[config.mk]
export PLATFORM = sky130hd
export DESIGN_NAME = sbd_cell
export DESIGN_NICKNAME = d
export VERILOG_FILES = /design/src/sv/sbd_pkg.sv /design/src/sv/sbd_cell.sv
export SDC_FILE = /design/constraint.sdc
export NUM_CORES = 2
export LEC_CHECK = 0
export ABC_AREA = 1
export BUFFER_PORTS_ARGS = -buffer_cell sky130_fd_sc_hd__buf_2
export CORE_MARGIN = 5
export CORE_UTILIZATION = 63
export DETAILED_ROUTE_END_ITERATION = 8
export PLACE_DENSITY = 0.85
export SYNTH_ARGS = -nofsm -noshare
export SYNTH_HDL_FRONTEND = slang
export SYNTH_SLANG_ARGS = --single-unit
[constraint.sdc]
create_clock -name clock -period 34.7 [get_ports clock]
set_input_delay 0 -clock clock [delete_from_list [all_inputs] [get_ports clock]]
set_output_delay 0 -clock clock [all_outputs]
set_load 0.02 [all_outputs]
[src/sv/sbd_pkg.sv]
// ----------------------------------------------------------------------------
// sbd_pkg
// types, constants and the arctangent table shared by the bearing/distance
// pipeline
// ----------------------------------------------------------------------------
package sbd_pkg;

   localparam int CHANNELS     = 16;
   localparam int CORDIC_STEPS = 20;
   localparam int PRESCALE     = 14;
   localparam int DIST_BITS    = 8;
   localparam int QUARTER_Q16  = 90 * 65536;
   localparam int STEP_W       = $clog2(CORDIC_STEPS + 1);

   typedef enum logic [1:0] {
      ACT_NONE = 2'd0,
      ACT_POS  = 2'd1,
      ACT_STOP = 2'd2
   } action_type;

   typedef struct packed {
      logic [3:0]         channel;
      logic               slot_active;
      logic               spatial_enabled;
      logic               playing;
      logic signed [15:0] source_x;
      logic signed [15:0] source_y;
      logic signed [15:0] listener_x;
      logic signed [15:0] listener_y;
   } req_word_type;

   typedef struct packed {
      logic [3:0] out_channel;
      action_type action;
      logic [8:0] bearing_deg;
      logic [7:0] scaled_distance;
   } rsp_word_type;

   typedef struct packed {
      logic [3:0]         channel;
      action_type         action;
      logic [8:0]         base;
      logic               use_cordic;
      logic signed [32:0] x;
      logic signed [32:0] y;
      logic signed [24:0] z;
      logic [49:0]        target;
      logic [7:0]         d;
      logic [15:0]        d2;
   } cell_type;

   function automatic logic [21:0] atan_deg(input logic [STEP_W-1:0] step);
      logic [21:0] r;
      case (step)
         5'd0:    r = 22'd2949120;
         5'd1:    r = 22'd1740967;
         5'd2:    r = 22'd919879;
         5'd3:    r = 22'd466945;
         5'd4:    r = 22'd234379;
         5'd5:    r = 22'd117304;
         5'd6:    r = 22'd58666;
         5'd7:    r = 22'd29335;
         5'd8:    r = 22'd14668;
         5'd9:    r = 22'd7334;
         5'd10:   r = 22'd3667;
         5'd11:   r = 22'd1833;
         5'd12:   r = 22'd917;
         5'd13:   r = 22'd458;
         5'd14:   r = 22'd229;
         5'd15:   r = 22'd115;
         5'd16:   r = 22'd57;
         5'd17:   r = 22'd29;
         5'd18:   r = 22'd14;
         5'd19:   r = 22'd7;
         default: r = 22'd0;
      endcase
      return r;
   endfunction

endpackage

[src/sv/sbd_cell.sv]
// ----------------------------------------------------------------------------
// sbd_cell
// one link of the chain: one cordic vectoring step and, in the first cells,
// one bit of the distance search
// ----------------------------------------------------------------------------
module sbd_cell (
   input  logic                       clock,
   input  logic                       reset,
   input  logic                       en,
   input  logic [sbd_pkg::STEP_W-1:0] step,
   input  logic [31:0]                radius_sq,
   input  logic                       in_valid,
   input  sbd_pkg::cell_type          in_word,
   output logic                       out_valid,
   output sbd_pkg::cell_type          out_word
);

   logic              valid_ff;
   sbd_pkg::cell_type word_ff;
   sbd_pkg::cell_type word_in;
   logic signed [32:0] xs;
   logic signed [32:0] ys;
   logic [2:0]         k;
   logic [15:0]        cand2;
   logic [47:0]        prod;

   always_comb begin
      word_in = in_word;
      xs      = $signed(in_word.x) >>> step;
      ys      = $signed(in_word.y) >>> step;
      if (!in_word.y[32] && (in_word.y != '0)) begin
         word_in.x = in_word.x + ys;
         word_in.y = in_word.y - xs;
         word_in.z = in_word.z + $signed({3'b000, sbd_pkg::atan_deg(step)});
      end else begin
         word_in.x = in_word.x - ys;
         word_in.y = in_word.y + xs;
         word_in.z = in_word.z - $signed({3'b000, sbd_pkg::atan_deg(step)});
      end
      k     = 3'(sbd_pkg::DIST_BITS - 1) - step[2:0];
      cand2 = in_word.d2 + (16'(in_word.d) << (k + 3'd1)) + (16'd1 << {k, 1'b0});
      prod  = 48'(cand2) * 48'(radius_sq);
      if ((32'(step) < sbd_pkg::DIST_BITS) && ({2'b00, prod} <= in_word.target)) begin
         word_in.d  = in_word.d | (8'd1 << k);
         word_in.d2 = cand2;
      end
   end

   always_ff @(posedge clock) begin
      if (reset) begin
         valid_ff <= 1'b0;
      end else if (en) begin
         valid_ff <= in_valid;
      end
   end

   always_ff @(posedge clock) begin
      if (en) begin
         word_ff <= word_in;
      end
   end

   assign out_valid = valid_ff;
   assign out_word  = word_ff;

endmodule

Word level (Yosys, flattened, before mapping):

Memories as Yosys holds them, arrays and structs flattened.
Cells that the tools add are included.

* register bits after elaboration: 182
* bits in latches: 0
* memory bits (writable): 0
* ROM bits: 1408
* logic and storage cells: 40
* memories kept: 2

* add/sub/neg operators: 10
* multiply operators: 1
* div/mod/pow operators: 0
* order comparisons: 2
* eq/ne operators: 0
* shift operators: 5
* muxes and demuxes: 4
* bitwise operators: 1
* reduce and logical (&&, ||, !) cells: 4

Memory list
* (no name shown): depth 32, bits a word 22, read ports 1, clocked after Yosys merged registers in 0, write ports 0, RTL line sbd_pkg.sv:54 `case (step)`
* (no name shown): depth 32, bits a word 22, read ports 1, clocked after Yosys merged registers in 0, write ports 0, RTL line sbd_pkg.sv:54

Operator list (number)
* $mux 91: 1
* $add 33x33->33: 2
* $sshr 33x5->33: 2
* $sub 33x33->33: 2
* $le 48x50->1: 1
* $mul 16x32->48: 1
* $mux 22: 2
* $reduce_bool 33->1: 1
* $add 16x16->16: 2
* $add 25x23->25: 1
* $sub 25x23->25: 1
* $mux 24: 1
* $shl 1x4->16 const A: 1
* $shl 8x3->16: 1
* $or 8x8->8: 1
* $shl 1x3->8 const A: 1
* $lt 5x4->1 const B: 1
* $add 3x1->3 const B: 1
* $sub 3x3->3 const A: 1
* $logic_and 1x1->1: 2
* $logic_not 1->1: 1

Depth between registers and ports, before layout:

* depth after elaboration: 9
* gate-level depth with buffers: 63
* depth with buffers taken out: 57

Worst setup path before layout:

OpenSTA, ideal clock, no wires.

* kind: input port to flip-flop
* start point: input port step[0] in the netlist's numbering
* end point: register word_ff, in the netlist out_word[0], data pin
* setup time: 0.270 ns
* arrival time: 10.610 ns
* data required time: 34.430 ns
* slack: 23.821 ns
* stages on the path: 56
* buffers on the path: 8
* cells stage by stage: buf_2 > inv_2 > buf_6 > buf_2 > ha_1 > ha_1 > clkbuf_1 > o21ai_0 > fa_1 > inv_1 > ha_1 > a21oi_1 > nor2_1 > a211oi_1 > nand3_1 > nand2_1 > nand2_1 > a21o_1 > [... 20 more ...] > o21ai_0 > nand2_1 > nand2_1 > nand2_1 > nand3_1 > xor2_1 > ha_1 > nand2_1 > nor3_1 > nand3_1 > nor4_1 > o21ai_0 > nand3b_1 > nand2_1 > nand2_1 > clkbuf_1 > clkbuf_1 > o21ai_0

RTL lines
* from (decl): RTL line sbd_cell.sv:10 `input logic [sbd_pkg::STEP_W-1:0] step,`
* to (signal assigned): RTL line sbd_cell.sv:59 `word_ff <= word_in;`
* to (decl): RTL line sbd_cell.sv:19 `sbd_pkg::cell_type word_ff;`

==> flow_metrics.env <==
export IMPL_rows=86
export IMPL_hold_path_end="out_word[82]$_DFFE_PP_"
export IMPL_fin_crit_ns=13.39
export IMPL_finalWirelength_um=123000
export IMPL_io_pins=404
export IMPL_worstPathArrival_ns=13.55
export IMPL_maxCapViolCount=0
export IMPL_worstSetupPathType="input port to register"
export IMPL_max_slew_margin=0.178
export IMPL_synthCells=4830
export IMPL_cts_root_buffer="clkbuf_16"
export IMPL_syn_avg_cell_area_um2=7.29
export IMPL_die_w_um=246
export IMPL_holdPathStages=3
export IMPL_cts_resized=0
export IMPL_start_kind="input port"
export IMPL_tightest_slew_ns=1.23
export IMPL_status="complete, no violations"
export IMPL_crit_path_end_kind="register"
export IMPL_grt_overflow_total=0
export IMPL_required_ns=34.87
export IMPL_critPathLaunch="step[1]"
export IMPL_gp_congestion=1.02
export IMPL_cts_buffer_depth=2
export IMPL_final_common_cell="nand2_1"
export IMPL_drc=0
export IMPL_setup_viol_count_final=0
export IMPL_synth_edf_count=181
export IMPL_netlist_area_leader_share=0.244
export IMPL_area_growth_pct=11.5
export IMPL_synthArstFlopShare=0
export IMPL_port_buffers=403
export IMPL_ys_top_cells_by_area="fa_1 24%, edfxtp_1 15%, nand2_1 14%"
export IMPL_final_cell_mix="1283 x nand2_1, 892 x inv_1, 430 x fa_1"
export IMPL_max_clock_freq_mhz=74.7
export IMPL_syn_cell_area_um2=35200
export IMPL_slowest_delay_ns=0.90
export IMPL_grt_pass1_wl_um=188000
export IMPL_drt_iter0_drc=3631
export IMPL_design_area_um2=39300
export IMPL_start_util=0.638
export IMPL_r2r_end="out_valid$_SDFFE_PP0P_"
export IMPL_cts_buffers=17
export IMPL_die_area_um2=60700
export IMPL_ff2ff_path_depth=3
export IMPL_setup_tns_ns=0
export IMPL_rsz0062_at_grt="false"
export IMPL_clock_latency_ns=0.49
export IMPL_cpMostUsedCell="inv_1"
export IMPL_worstPathMaxFanout=62
export IMPL_final_nets=6150
export IMPL_synth_distinct_cells=50
export IMPL_ys_ff_latch=182
export IMPL_clk_pin_slew_ns=0.09
export IMPL_first_pass_iters=7
export IMPL_synth_ff_type="edfxtp_1"
export IMPL_via_per_inst=5.85
export IMPL_fillerInstances=4631
export IMPL_synth_largest_area_cell="fa_1"
export IMPL_dieHeight_um=246
export IMPL_place_area_um2=37600
export IMPL_cts_tree="done"
export IMPL_dp_hpwl_um=96900
export IMPL_cts_htree_levels=4
export IMPL_min_delay_start="in_word[82]"
export IMPL_hold_class="input port to register"
export IMPL_drt_wirelength_per_cell_um=20.5
export IMPL_timing_rr_start="out_valid$_SDFFE_PP0P_"
export IMPL_yosysSeqAreaShare=0.155
export IMPL_drtAntennaViolNets=0
export IMPL_synthesis_nets=5772
export IMPL_regToRegSetupSlack_ns=33.46
export IMPL_skew_ns=0
export IMPL_ys_warn_count=0
export IMPL_slowest_stage="nand2_1"
export IMPL_core_region_area_um2=55200
export IMPL_grt_pass1_vias=34962
export IMPL_period_share=0.386
export IMPL_grt_usage=0.400
export IMPL_drive_gt1_frac=0.0929
export IMPL_clock_sinks=182
export IMPL_finalHoldViolations=0
export IMPL_vias=34969
export IMPL_grt_max_degree=91
export IMPL_antenna_found_initial=13
export IMPL_final_max_slew_violation_count=0
[critical path: cells and delay by family]
family / cells / cell delay [ns]
xor gates and xnor gates: 1 / 0.17
and+or+nand+nor: 19 / 4.56
buffers and inverters: 12 / 1.91
AOI/OAI and AO/OA: 8 / 1.77
adders and majority gates: 11 / 5.01
[sequential cells by signal (all words and copies together) (netlist names)]
name,flops
out_valid,1
out_word,181
[Yosys cell counts, types with 4 or more instances]
cell type  count
edfxtp_1     181
a31oi_1       42
clkinv_1       8
a21oi_1      196
nor4_1        17
nor3_1        38
o21a_1        20
nor2_2         6
o2111ai_1      7
a2111oi_0      4
nor2_1       362
o211ai_1      12
o21bai_1       9
clkbuf_1      97
buf_4          8
buf_2         35
fa_1         430
a21o_1         7
nand4_1       34
a211oi_1       5
nand2_1     1283
nand3_1      399
or2_2         13
buf_1         21
o21ai_1       12
xnor2_1       65
o21ai_0      164
a21boi_0       9
xor2_1       128
ha_1         290
inv_1        893
inv_2          6
[per-stage QoR]
step | util | worst slack [ns] | hold WS [ns] | cells
after floorplan | - | 23.82 | 0.0724 | 4830
after global placement | 0.681 | 21.63 | 0.159 | 5835
after detailed placement | 0.681 | 21.16 | 0.160 | 5835
after CTS | 0.711 | 21.65 | 0.00133 | 5969
after global routing | 0.711 | 20.34 | 0.0272 | 5973
final | 0.711 | 21.31 | 0.0314 | 5980
[layout make-up]
type                       instances  area [um^2]  area share
multi-input combinational       3578        25700       0.654
sequential                       182         5460       0.139
inverter                         907         3400      0.0867
timing repair buffer             522         3170      0.0808
tap                              748          936      0.0238
clock buffer                      17          425      0.0108
clock inverter                    15          176     0.00449
antenna                           11         27.5    0.000701
[worst max-delay path by stage]
| stage | slack [ns] | endpoint | cells past startpoint |
|---|---|---|---|
| finish | 21.31 | out_word[18]$_DFFE_PP_ | 51 |
| floorplan | 23.82 | out_word[0]$_DFFE_PP_ | 56 |
| global placement | 21.63 | out_word[15]$_DFFE_PP_ | 51 |
| CTS | 21.65 | out_word[20]$_DFFE_PP_ | 51 |
| global route | 20.34 | out_word[18]$_DFFE_PP_ | 51 |
| detailed placement | 21.16 | out_word[20]$_DFFE_PP_ | 51 |
[timing repair]
item,4_1_cts,5_1_grt
hold buffers,102,0
hold endpoints to repair,101,0
setup buffers,0,0
[cell families after synthesis]
| group | after synthesis | share of synthesized area |
|---|---|---|
| adders and majority gates | 720 | 0.348 |
| AOI/OAI and AO/OA | 504 | 0.0805 |
| buffers and inverters | 1070 | 0.117 |
| muxes | 3 | 0.000853 |
| DFF | 182 | 0.155 |
| and+or+nand+nor | 2157 | 0.251 |
| xor gates and xnor gates | 194 | 0.0487 |
[routing by layer]
metal	vias to the layer above	part of all wire	GRT usage
met5	-	0.00052	0
met4	8	0.082	0.269
met3	578	0.097	0.0832
met2	2102	0.48	0.679
met1	16344	0.34	0.456
li1	15937	-	-
Power is not shown: default switching activity piles up to over one toggle a cycle in this logic, so the estimate is an artifact.
